<file path="config.mk">
export PLATFORM = sky130hd
export DESIGN_NAME = memory_range_page_size_splitter_core
export DESIGN_NICKNAME = d
export VERILOG_FILES = /design/src/design/mrps_pkg.sv /design/src/design/mrps_cfg.sv /design/src/design/mrps_seg_unit.sv /design/src/design/memory_range_page_size_splitter_core.sv
export SDC_FILE = /design/constraint.sdc
export NUM_CORES = 1
export LEC_CHECK = 0
export ABC_CLOCK_PERIOD_IN_PS = 14800
export BUFFER_PORTS_ARGS = -buffer_cell sky130_fd_sc_hd__buf_2
export CORE_MARGIN = 4
export CORE_UTILIZATION = 40
export DETAILED_ROUTE_END_ITERATION = 10
export GPL_TIMING_DRIVEN = 1
export PLACE_DENSITY = 0.61
export SYNTH_ARGS = -nofsm -noshare
export SYNTH_HDL_FRONTEND = slang
export SYNTH_HIERARCHICAL = 1
export SYNTH_SLANG_ARGS = --single-unit
</file>
<file path="constraint.sdc">
create_clock -name i_clk -period 14.8 [get_ports i_clk]
set_input_delay 0.74 -clock i_clk [delete_from_list [all_inputs] [get_ports i_clk]]
set_output_delay 0.74 -clock i_clk [all_outputs]
set_load 0.02 [all_outputs]
</file>
<file path="src/design/mrps_pkg.sv">
// ----------------------------------------------------------------------------
// mrps_pkg
// Shared types and constants for the memory range page size splitter.
// ----------------------------------------------------------------------------
package mrps_pkg;

    localparam int ADDR_W              = 52;
    localparam int PHYS_ADDR_BITS_DEF  = 52;
    localparam int FRAME_SHIFT         = 12;
    localparam int LG_FRAMES_2M        = 9;
    localparam int LG_FRAMES_1G        = 18;

    localparam int PADDR_W             = 3;
    localparam int PDATA_W             = 32;
    localparam int LPE_W               = 2;

    localparam logic       CFG_IDX_LPE = 1'b0;
    localparam logic [1:0] TAG_4K      = 2'b00;
    localparam logic [1:0] TAG_2M      = 2'b01;
    localparam logic [1:0] TAG_2M_1G   = 2'b11;

    typedef struct packed {
        logic [ADDR_W-1:0] range_start_addr;
        logic [ADDR_W-1:0] range_end_addr;
    } t_range_in;

    typedef struct packed {
        logic [ADDR_W-1:0] piece_start_addr;
        logic [ADDR_W-1:0] piece_end_addr;
        logic [1:0]        piece_page_size;
        logic              piece_last;
    } t_piece_out;

    typedef enum logic [2:0] {
        SEG_HEAD_4K,
        SEG_RUN_2M,
        SEG_MID_1G,
        SEG_TAIL_2M,
        SEG_TAIL_4K
    } t_seg_sel;

    typedef enum logic [2:0] {
        ST_IDLE,
        ST_HEAD,
        ST_RUN2M,
        ST_MID1G,
        ST_TAIL2M,
        ST_TAIL4K,
        ST_FLUSH
    } t_state;

    typedef struct packed {
        logic emit;
        logic last;
        logic pend_load;
        logic pend_extend;
        logic pend_clear;
        logic pos_load;
    } t_seq_ctl;

endpackage

</file>
<file path="src/design/mrps_cfg.sv">
// ----------------------------------------------------------------------------
// mrps_cfg
// APB register block holding the large page enable mask.
// ----------------------------------------------------------------------------
module mrps_cfg (
    input  logic                         i_clk,
    input  logic                         i_rst_n,
    input  logic                         psel,
    input  logic                         penable,
    input  logic                         pwrite,
    input  logic [mrps_pkg::PADDR_W-1:0] paddr,
    input  logic [mrps_pkg::PDATA_W-1:0] pwdata,
    output logic [mrps_pkg::PDATA_W-1:0] prdata,
    output logic                         pready,
    output logic [mrps_pkg::LPE_W-1:0]   o_lpe
);
    import mrps_pkg::*;

    logic [LPE_W-1:0] r_lpe;
    logic             wr_en;
    logic             sel_lpe;

    assign sel_lpe = (paddr[PADDR_W-1] == CFG_IDX_LPE);
    assign wr_en   = psel && penable && pwrite && sel_lpe;
    assign pready  = 1'b1;
    assign o_lpe   = r_lpe;

    always_ff @(posedge i_clk) begin
        if (!i_rst_n) begin
            r_lpe <= '0;
        end else if (wr_en) begin
            r_lpe <= pwdata[LPE_W-1:0];
        end
    end

    always_comb begin
        prdata = '0;
        if (sel_lpe) begin
            prdata[LPE_W-1:0] = r_lpe;
        end
    end

endmodule

</file>
<file path="src/design/mrps_seg_unit.sv">
// ----------------------------------------------------------------------------
// mrps_seg_unit
// Shared align and clamp unit: bounds and tag of one candidate piece.
// ----------------------------------------------------------------------------
module mrps_seg_unit #(
    parameter int FRAME_W = mrps_pkg::PHYS_ADDR_BITS_DEF - mrps_pkg::FRAME_SHIFT
) (
    input  mrps_pkg::t_seg_sel         i_sel,
    input  logic [FRAME_W-1:0]         i_pos,
    input  logic [FRAME_W-1:0]         i_limit,
    input  logic [mrps_pkg::LPE_W-1:0] i_lpe,
    output logic [FRAME_W-1:0]         o_start,
    output logic [FRAME_W-1:0]         o_end,
    output logic [1:0]                 o_tag,
    output logic                       o_nonempty
);
    import mrps_pkg::*;

    localparam int W = FRAME_W + 1;
    localparam logic [W-1:0] M2 = {{(W-LG_FRAMES_2M){1'b0}}, {LG_FRAMES_2M{1'b1}}};
    localparam logic [W-1:0] M1 = {{(W-LG_FRAMES_1G){1'b0}}, {LG_FRAMES_1G{1'b1}}};

    logic [W-1:0] pos_x;
    logic [W-1:0] lim_x;
    logic [W-1:0] up2m;
    logic [W-1:0] up1g;
    logic [W-1:0] dn2m;
    logic [W-1:0] dn1g;
    logic [W-1:0] s;
    logic [W-1:0] e;

    assign pos_x = {1'b0, i_pos};
    assign lim_x = {1'b0, i_limit};
    assign up2m  = (pos_x + M2) & ~M2;
    assign up1g  = (pos_x + M1) & ~M1;
    assign dn2m  = lim_x & ~M2;
    assign dn1g  = lim_x & ~M1;

    always_comb begin
        unique case (i_sel)
            SEG_HEAD_4K: begin
                s     = pos_x;
                e     = (up2m < lim_x) ? up2m : lim_x;
                o_tag = TAG_4K;
            end
            SEG_RUN_2M: begin
                s     = up2m;
                e     = (up1g < dn2m) ? up1g : dn2m;
                o_tag = i_lpe & TAG_2M;
            end
            SEG_MID_1G: begin
                s     = up1g;
                e     = dn1g;
                o_tag = i_lpe & TAG_2M_1G;
            end
            SEG_TAIL_2M: begin
                s     = up2m;
                e     = dn2m;
                o_tag = i_lpe & TAG_2M;
            end
            SEG_TAIL_4K: begin
                s     = pos_x;
                e     = lim_x;
                o_tag = TAG_4K;
            end
            default: begin
                s     = pos_x;
                e     = pos_x;
                o_tag = TAG_4K;
            end
        endcase
    end

    assign o_nonempty = (s < e);
    assign o_start    = s[FRAME_W-1:0];
    assign o_end      = e[FRAME_W-1:0];

endmodule

</file>
<file path="src/design/memory_range_page_size_splitter_core.sv">
// ----------------------------------------------------------------------------
// memory_range_page_size_splitter_core
// Splits a physical byte range into 4K / 2M / 1G mapped pieces.
// ----------------------------------------------------------------------------
// Usage:
//   Input channel (i_in_valid / o_in_stall / i_in_data) carries one byte range
//   [start, end). Output channel (o_out_valid / i_out_stall / o_out_data)
//   carries the merged pieces in ascending order, the final one flagged by
//   piece_last. An empty or reversed range produces no transfer.
//   The large page enable mask is written over the APB port at address 0.
//   Walk: after a range is taken, five sequencer steps run one candidate
//   piece each through the shared align and clamp unit, then one flush step
//   sends the final piece; the next range is taken only after the flush.
//   o_in_stall is high for the whole walk. The first piece enters the output
//   register when a later step finds a piece that does not merge, or at flush.
//   A stalled receiver holds the output register; the sequencer holds a step
//   with a piece to send until that register frees up, so no piece is lost.
//   Reset clears the mask, the sequencer and the output valid.
// ----------------------------------------------------------------------------
module memory_range_page_size_splitter_core #(
    parameter int PHYS_ADDR_BITS = mrps_pkg::PHYS_ADDR_BITS_DEF
) (
    input  logic                         i_clk,
    input  logic                         i_rst_n,
    input  logic                         i_in_valid,
    output logic                         o_in_stall,
    input  mrps_pkg::t_range_in          i_in_data,
    output logic                         o_out_valid,
    input  logic                         i_out_stall,
    output mrps_pkg::t_piece_out         o_out_data,
    input  logic                         psel,
    input  logic                         penable,
    input  logic                         pwrite,
    input  logic [mrps_pkg::PADDR_W-1:0] paddr,
    input  logic [mrps_pkg::PDATA_W-1:0] pwdata,
    output logic [mrps_pkg::PDATA_W-1:0] prdata,
    output logic                         pready
);
    import mrps_pkg::*;

    localparam int PA_W    = (PHYS_ADDR_BITS < ADDR_W) ? PHYS_ADDR_BITS : ADDR_W;
    localparam int FRAME_W = PA_W - FRAME_SHIFT;

    t_state               r_state;
    t_state               n_state;
    t_seq_ctl             ctl;
    t_seg_sel             seg_sel;

    logic [LPE_W-1:0]     lpe;
    logic [FRAME_W-1:0]   r_pos;
    logic [FRAME_W-1:0]   r_limit;
    logic                 r_pend_valid;
    logic [FRAME_W-1:0]   r_pend_start;
    logic [FRAME_W-1:0]   r_pend_end;
    logic [1:0]           r_pend_tag;
    logic                 r_out_valid;
    t_piece_out           r_out_data;

    logic [FRAME_W-1:0]   seg_start;
    logic [FRAME_W-1:0]   seg_end;
    logic [1:0]           seg_tag;
    logic                 seg_nonempty;

    logic                 in_xfer;
    logic                 out_free;
    logic                 merge;
    logic                 need_emit;
    logic                 seg_state;

    mrps_cfg u_cfg (
        .i_clk   (i_clk),
        .i_rst_n (i_rst_n),
        .psel    (psel),
        .penable (penable),
        .pwrite  (pwrite),
        .paddr   (paddr),
        .pwdata  (pwdata),
        .prdata  (prdata),
        .pready  (pready),
        .o_lpe   (lpe)
    );

    mrps_seg_unit #(
        .FRAME_W (FRAME_W)
    ) u_seg (
        .i_sel      (seg_sel),
        .i_pos      (r_pos),
        .i_limit    (r_limit),
        .i_lpe      (lpe),
        .o_start    (seg_start),
        .o_end      (seg_end),
        .o_tag      (seg_tag),
        .o_nonempty (seg_nonempty)
    );

    assign o_in_stall  = (r_state != ST_IDLE);
    assign in_xfer     = i_in_valid && !o_in_stall;
    assign out_free    = !r_out_valid || !i_out_stall;
    assign merge       = r_pend_valid && (r_pend_tag == seg_tag) && (r_pend_end == seg_start);
    assign need_emit   = seg_nonempty && r_pend_valid && !merge;
    assign o_out_valid = r_out_valid;
    assign o_out_data  = r_out_data;

    always_comb begin
        unique case (r_state)
            ST_HEAD:   seg_sel = SEG_HEAD_4K;
            ST_RUN2M:  seg_sel = SEG_RUN_2M;
            ST_MID1G:  seg_sel = SEG_MID_1G;
            ST_TAIL2M: seg_sel = SEG_TAIL_2M;
            ST_TAIL4K: seg_sel = SEG_TAIL_4K;
            default:   seg_sel = SEG_HEAD_4K;
        endcase
    end

    assign seg_state = (r_state == ST_HEAD) || (r_state == ST_RUN2M) ||
                       (r_state == ST_MID1G) || (r_state == ST_TAIL2M) ||
                       (r_state == ST_TAIL4K);

    // next state
    always_comb begin
        n_state = r_state;
        unique case (r_state)
            ST_IDLE:   if (in_xfer) n_state = ST_HEAD;
            ST_HEAD:   if (!need_emit || out_free) n_state = ST_RUN2M;
            ST_RUN2M:  if (!need_emit || out_free) n_state = ST_MID1G;
            ST_MID1G:  if (!need_emit || out_free) n_state = ST_TAIL2M;
            ST_TAIL2M: if (!need_emit || out_free) n_state = ST_TAIL4K;
            ST_TAIL4K: if (!need_emit || out_free) n_state = ST_FLUSH;
            ST_FLUSH:  if (!r_pend_valid || out_free) n_state = ST_IDLE;
            default:   n_state = ST_IDLE;
        endcase
    end

    // sequencer outputs
    always_comb begin
        ctl = '0;
        if (seg_state && (!need_emit || out_free)) begin
            ctl.emit        = need_emit;
            ctl.pend_load   = seg_nonempty && !merge;
            ctl.pend_extend = seg_nonempty && merge;
            ctl.pos_load    = seg_nonempty;
        end else if ((r_state == ST_FLUSH) && r_pend_valid && out_free) begin
            ctl.emit       = 1'b1;
            ctl.last       = 1'b1;
            ctl.pend_clear = 1'b1;
        end
    end

    always_ff @(posedge i_clk) begin
        if (!i_rst_n) begin
            r_state <= ST_IDLE;
        end else begin
            r_state <= n_state;
        end
    end

    always_ff @(posedge i_clk) begin
        if (in_xfer) begin
            r_pos   <= i_in_data.range_start_addr[PA_W-1:FRAME_SHIFT];
            r_limit <= i_in_data.range_end_addr[PA_W-1:FRAME_SHIFT];
        end else if (ctl.pos_load) begin
            r_pos <= seg_end;
        end
    end

    always_ff @(posedge i_clk) begin
        if (!i_rst_n) begin
            r_pend_valid <= 1'b0;
        end else if (ctl.pend_clear) begin
            r_pend_valid <= 1'b0;
        end else if (ctl.pend_load) begin
            r_pend_valid <= 1'b1;
        end
    end

    always_ff @(posedge i_clk) begin
        if (ctl.pend_load) begin
            r_pend_start <= seg_start;
            r_pend_end   <= seg_end;
            r_pend_tag   <= seg_tag;
        end else if (ctl.pend_extend) begin
            r_pend_end <= seg_end;
        end
    end

    always_ff @(posedge i_clk) begin
        if (!i_rst_n) begin
            r_out_valid <= 1'b0;
        end else if (ctl.emit) begin
            r_out_valid <= 1'b1;
        end else if (!i_out_stall) begin
            r_out_valid <= 1'b0;
        end
    end

    always_ff @(posedge i_clk) begin
        if (ctl.emit) begin
            r_out_data.piece_start_addr <= ADDR_W'(r_pend_start) << FRAME_SHIFT;
            r_out_data.piece_end_addr   <= ADDR_W'(r_pend_end) << FRAME_SHIFT;
            r_out_data.piece_page_size  <= r_pend_tag;
            r_out_data.piece_last       <= ctl.last;
        end
    end

`ifndef ASSERT_OFF
    a_piece_nonempty: assert property (@(posedge i_clk) disable iff (!i_rst_n)
        o_out_valid |-> (o_out_data.piece_start_addr < o_out_data.piece_end_addr))
        else $error("emitted piece is empty");

    a_piece_aligned: assert property (@(posedge i_clk) disable iff (!i_rst_n)
        o_out_valid |-> ((o_out_data.piece_start_addr[FRAME_SHIFT-1:0] == '0) &&
                         (o_out_data.piece_end_addr[FRAME_SHIFT-1:0] == '0)))
        else $error("emitted piece not frame aligned");

    a_pend_in_range: assert property (@(posedge i_clk) disable iff (!i_rst_n)
        r_pend_valid |-> ((r_pend_start < r_pend_end) && (r_pend_end <= r_limit)))
        else $error("pending piece outside the range");

    a_walk_starts: assert property (@(posedge i_clk) disable iff (!i_rst_n)
        in_xfer |=> (r_state == ST_HEAD) && !r_pend_valid)
        else $error("walk did not start cleanly after input transfer");
`endif

endmodule
</file>
**Yosys cells after proc, flatten, opt, wreduce, memory -nomap -nowiden**

Cells that the tools add are included.
Widths: inputs -> output; s select.

- Word-level logic and storage cells: 101
- Bits in registers: 252
- Output and inout bits: 142
- Input port bits: 146

- Muxes and demuxes: 27
- Reduce and logical (&&, ||, !) cells: 34
- Equality and inequality tests: 20
- $add $sub $neg: 2
- Bitwise gates (word level): 2
- Order comparisons: 3

Operators by type and width:

| cell | number |
|---|---|
| $pmux 41 s5 | 1 |
| $mux 40 | 4 |
| $lt 41x40->1 | 2 |
| $mux 41 | 2 |
| $pmux 41 s2 | 1 |
| $add 40x18->41 const B | 1 |
| $add 40x9->41 const B | 1 |
| $lt 41x41->1 | 1 |
| $eq 40x40->1 | 1 |
| $mux 3 | 7 |
| $pmux 3 s7 | 1 |
| $logic_and 1x1->1 | 13 |
| $eq 3x2->1 const B | 4 |
| $eq 3x3->1 const B | 4 |
| $ne 2x1->1 const B | 6 |
| $pmux 3 s4 | 1 |
| $logic_or 1x1->1 | 7 |
| $reduce_and 7->1 | 1 |
| $eq 3x1->1 const B | 2 |
| $logic_not 1->1 | 6 |
| $logic_not 3->1 | 2 |
| $mux 1 | 6 |
| $mux 2 | 3 |
| $ne 2x2->1 const B | 2 |
| 6 further kinds | 9 |

**Logic depth before layout (Yosys ltp)**

- Depth after elaboration: 16
- Mapped depth: 33
- Depth with buffers taken out: 30

**Hierarchy**

The synthesis kept the hierarchy.

By module, submodules not included:

| module | instances | sequential area each (um2) | area an instance (um2) | cells each |
|---|---|---|---|---|
| memory_range_page_size_splitter_core | 1 | 7,457.2 | 8,859.7 | 425 |
| mrps_seg_unit | 1 | 0.0 | 5,908.2 | 907 |
| mrps_cfg | 1 | 40.0 | 346.6 | 44 |

**Worst setup path before layout**

No wires, ideal clock.

- Path kind: reg-to-reg
- From: reg r_pos[6]
- To: reg r_out_data, in the netlist o_out_data[0], enable pin
- Path buffers: 3
- Period minus slack after synthesis: 10,651 ps
- Arrival time: 10,109 ps
- Setup time: 542 ps
- Setup slack: 4,149 ps
- Data required time: 14,258 ps
- Cell stages (with the launch flop): 30
- Path through: edfxtp_1 -> or4_4 -> or3_1 -> buf_6 -> and2_0 -> clkbuf_1 -> nand3_1 -> xnor2_1 -> ha_1 -> and2_1 -> a221oi_1 -> a211oi_1 -> o311ai_1 -> nand3_4 -> nor2_1 -> o22ai_2 -> buf_2 -> a21oi_1 -> ha_1 -> a211oi_1 -> nor2_1 -> o211ai_1 -> nand2_1 -> nand3_1 -> nand3_1 -> or4_1 -> a31oi_1 -> nand3_1 -> or2_2 -> o21bai_1

RTL lines:

| item | line | text |
|---|---|---|
| from (decl) | memory_range_page_size_splitter_core.sv:50 | `logic [FRAME_W-1:0] r_pos;` |
| from (signal assigned) | memory_range_page_size_splitter_core.sv:159 | `r_pos <= i_in_data.range_start_addr[PA_W-1:FRAME_SHIFT];` |
| from (signal assigned) | memory_range_page_size_splitter_core.sv:162 | `r_pos <= seg_end;` |
| to (decl) | memory_range_page_size_splitter_core.sv:57 | `t_piece_out r_out_data;` |

==> metrics.md <==
| Metric | Value |
|---|---|
| Outcome | `complete, no violations` |
| Worst-skew pair later-pin latency | `560 ps` |
| Placed Cells incl. Taps | `2008` |
| Critical path data arrival time | `11330 ps` |
| I/O Pins | `288` |
| Largest cells by area after synthesis | `edfxtp_1 49%, ha_1 7.7%, nand2_1 3.7%` |
| Leakage | `6.992 nW` |
| Final Non-Filler Cells | `2058` |
| Post-CTS resize count | `0` |
| Nets@finish | `1773` |
| Total number of vias | `11581` |
| Die Wd | `202.4 um` |
| Inserted Clock Buffers | `28` |
| Rows | `70` |
| Yosys top cell area share | `48.68%` |
| Register area share after synthesis | `49.60%` |
| Rel. slew slack | `21.01%` |
| Routability Congestion | `0.9421` |
| Final setup viols | `0` |
| Layout Cell Area excl Fill | `17250 um^2` |
| DRT Pass-1 Iters | `5` |
| CP max FO | `50` |
| CTS tree | `built` |
| Period minus WS final | `11150 ps` |
| Post-CTS setup buffer count | `0` |
| Cell mode on critical path | `a21o_1` |
| Starting Density | `40.89%` |
| DRC violations left | `0` |
| RSZ-0062 raised after global routing | `no` |
| CP max stage delay | `1020 ps` |
| Max Fclk | `89.69 MHz` |
| Initial antenna violation count | `1` |
| Setup_tns | `0 ps` |
| Clock root cell | `clkbuf_16` |
| Share of cells above drive strength 1 | `20.21%` |
| Buffers added on ports | `176` |
| Die H | `202.4 um` |
| Via density per instance | `5.627` |
| Mapped Cells | `1376` |
| Final period utilization | `75.34%` |
| Synth area leader | `edfxtp_1` |
| Post-synthesis average cell area | `10.98 um^2` |
| Critical path type | `register to register` |
| CTS clock-pin slew for the worst setup and hold paths | `60 ps` |
| Total die area | `40960 um^2` |
| MaxCap Viol Count | `0` |
| Post-synthesis async set-or-reset flop share | `0%` |
| Core area | `36960 um^2` |
| All-Layer GR Usage | `23.16%` |
| Clock skew | `30.66 ps` |
| Synth warn | `6` |
| Crit end category | `register` |
| Detailed Place HPWL | `37.37 mm` |
| Longest Clk Path Bufs | `3` |
| ANT cells | `0` |
| Cts hold-fix bufs | `0` |
| Worst path slowest cell | `nor4_1` |
| Distinct cells, synth | `85` |
| CP required | `14980 ps` |
| Endpoints failing hold | `0` |
| Max VDD drop | `0.00008525 V` |
| Largest net degree at the start of global routing | `58` |
| Pwr dens | `222.3 nW/um^2` |
| Synth Flop Type | `edfxtp_1` |
| Max Slew Vio Count | `0` |
| Post-Syn Area | `15110 um^2` |
| 1st-iter DRT viols | `1069` |
| Tightest Hold Check Type | `input pin to register` |
| Layout area overhead | `14.16%` |
| Final WL | `49.68 mm` |
| CP Launch Type | `register` |
| WL/cell | `24.14 um` |
| Vias in the first global route | `10955` |
| CTS HTree Levels | `1` |
| Final core occ | `46.68%` |
| Register bit total from synthesis | `252` |
| Cell Area, Placed | `16340 um^2` |
| GRT Residual Overflow | `0` |
| Clk sinks | `252` |
| First-pass GRT wire length | `71.79 mm` |
| EDFF count, synth | `245` |
| Post-route ant nets | `0` |
| Worst Max-Slew Pin Slew | `1174 ps` |
==> cell usage in the layout, fill, tap and decap left out, types with 21 or more instances in the layout <==
| master | n |
|---|---|
| edfxtp_1 | 245 |
| buf_2 | 176 |
| nand2_1 | 147 |
| ha_1 | 93 |
| inv_1 | 63 |
| xor2_1 | 56 |
| conb_1 | 56 |
| o21ai_0 | 55 |
| nor2_1 | 51 |
| a21oi_1 | 50 |
| mux2_2 | 44 |
| nand3_1 | 41 |
| xnor2_1 | 38 |
| nand4_1 | 33 |
| nor3_1 | 29 |
| clkbuf_16 | 28 |
| a22oi_1 | 22 |
| and3_1 | 21 |
==> Yosys cell counts (all sizes together), types with 16 or more instances <==
cell type  instances
a22oi             22
nand2            147
clkbuf            46
edfxtp           245
nor4              21
o21ai             56
nor2              57
xnor2             38
mux2              44
and3              21
inv               63
xor2              56
and2              19
a21oi             52
ha                93
nor3              32
buf               71
nand4             33
nand3             42
a211oi            16
nor2b             17
a21o              21
==> registers in the layout (all words and copies together), names as in the netlist <==
name          count
o_out_data       83
o_out_valid       1
r_limit          40
r_pend_end       40
r_pend_start     40
r_pend_tag        2
r_pend_valid      1
r_pos            40
r_state           3
u_cfg/o_lpe       2
==> power by group <==
group | switching [mW] | internal (mW) | leakage (nW)
logic | 1.15 | 0.633 | 4.17
registers | 0.221 | 1.13 | 2.38
clock network | 0.280 | 0.416 | 0.450
total | 1.65 | 2.18 | 6.99
==> worst paths after layout <==
kind	start	endpoint	slack, ps	depth (start not counted)
worst min register to register	r_pend_start[23]$_DFFE_PP_	o_out_data[90]$_DFFE_PP_	420	0
worst min-delay path	i_in_data[44]	r_limit[32]$_DFFE_PP_	350	1
worst max-delay path	r_pos[13]$_DFFE_PP_	o_out_data[85]$_DFFE_PP_	3650	29
worst max register to register	r_pos[13]$_DFFE_PP_	o_out_data[85]$_DFFE_PP_	3650	29
==> per-layer routing <==
layer / GRT usage, % / vias up / share of wire, %
met5: 0 / - / 0
met4: 5.820 / 0 / 2.3
met3: 4.460 / 68 / 8.3
met2: 35.89 / 519 / 44
met1: 33.60 / 5624 / 45
li1: - / 5370 / -
==> worst max-delay path: cells and delay by family, from the launching register on <==
family	cells	cell delay, ps
AO/OA/AOI/OAI	10	3610
XOR/XNOR	1	190
adder cells (fa/ha/maj)	2	490
buffers and inverters	2	760
flip-flops	1	540
AND/OR/NAND/NOR	14	5110
==> area by class of cell <==
| cell class | count | area, um^2 |
|---|---|---|
| sequential | 252 | 7497 |
| tap | 504 | 630.6 |
| clock buffer | 34 | 723.2 |
| inverter | 63 | 236.5 |
| timing repair buffer | 193 | 1008 |
| clock inverter | 16 | 193.9 |
| fill | 3471 | 19710 |
| multi-input combinational | 996 | 6964 |
==> kinds of logic (layout without fill, tap and decap cells) <==
kind of cell / count (synthesis) / count (layout) / synth area share [%]
and+or+nand+nor: 429 / 429 / 14.71
AOI/OAI and AO/OA: 269 / 269 / 12.38
muxes: 55 / 55 / 4.007
adders and majority gates: 93 / 93 / 7.699
buffers and inverters: 180 / 306 / 6.051
DFF: 252 / 252 / 49.60
xor gates and xnor gates: 94 / 94 / 5.447
other: 4 / 56 / 0.09931
==> per-stage QoR <==
| stage | total power [mW] | setup WS (ps) | hold WS, ps |
|---|---|---|---|
| 5_1_grt | 4.068 | 3107 | 327.1 |
| 6_report | 3.835 | 3650 | 348.0 |
| 4_1_cts | 3.828 | 3805 | 320.3 |
| 3_5_place_dp | 3.114 | 3838 | 404.5 |
| 3_3_place_gp | 3.090 | 3907 | 404.2 |
| 2_1_floorplan | 2.488 | 4149 | 400.3 |
Note: power is estimated with default switching activity, not from simulation.
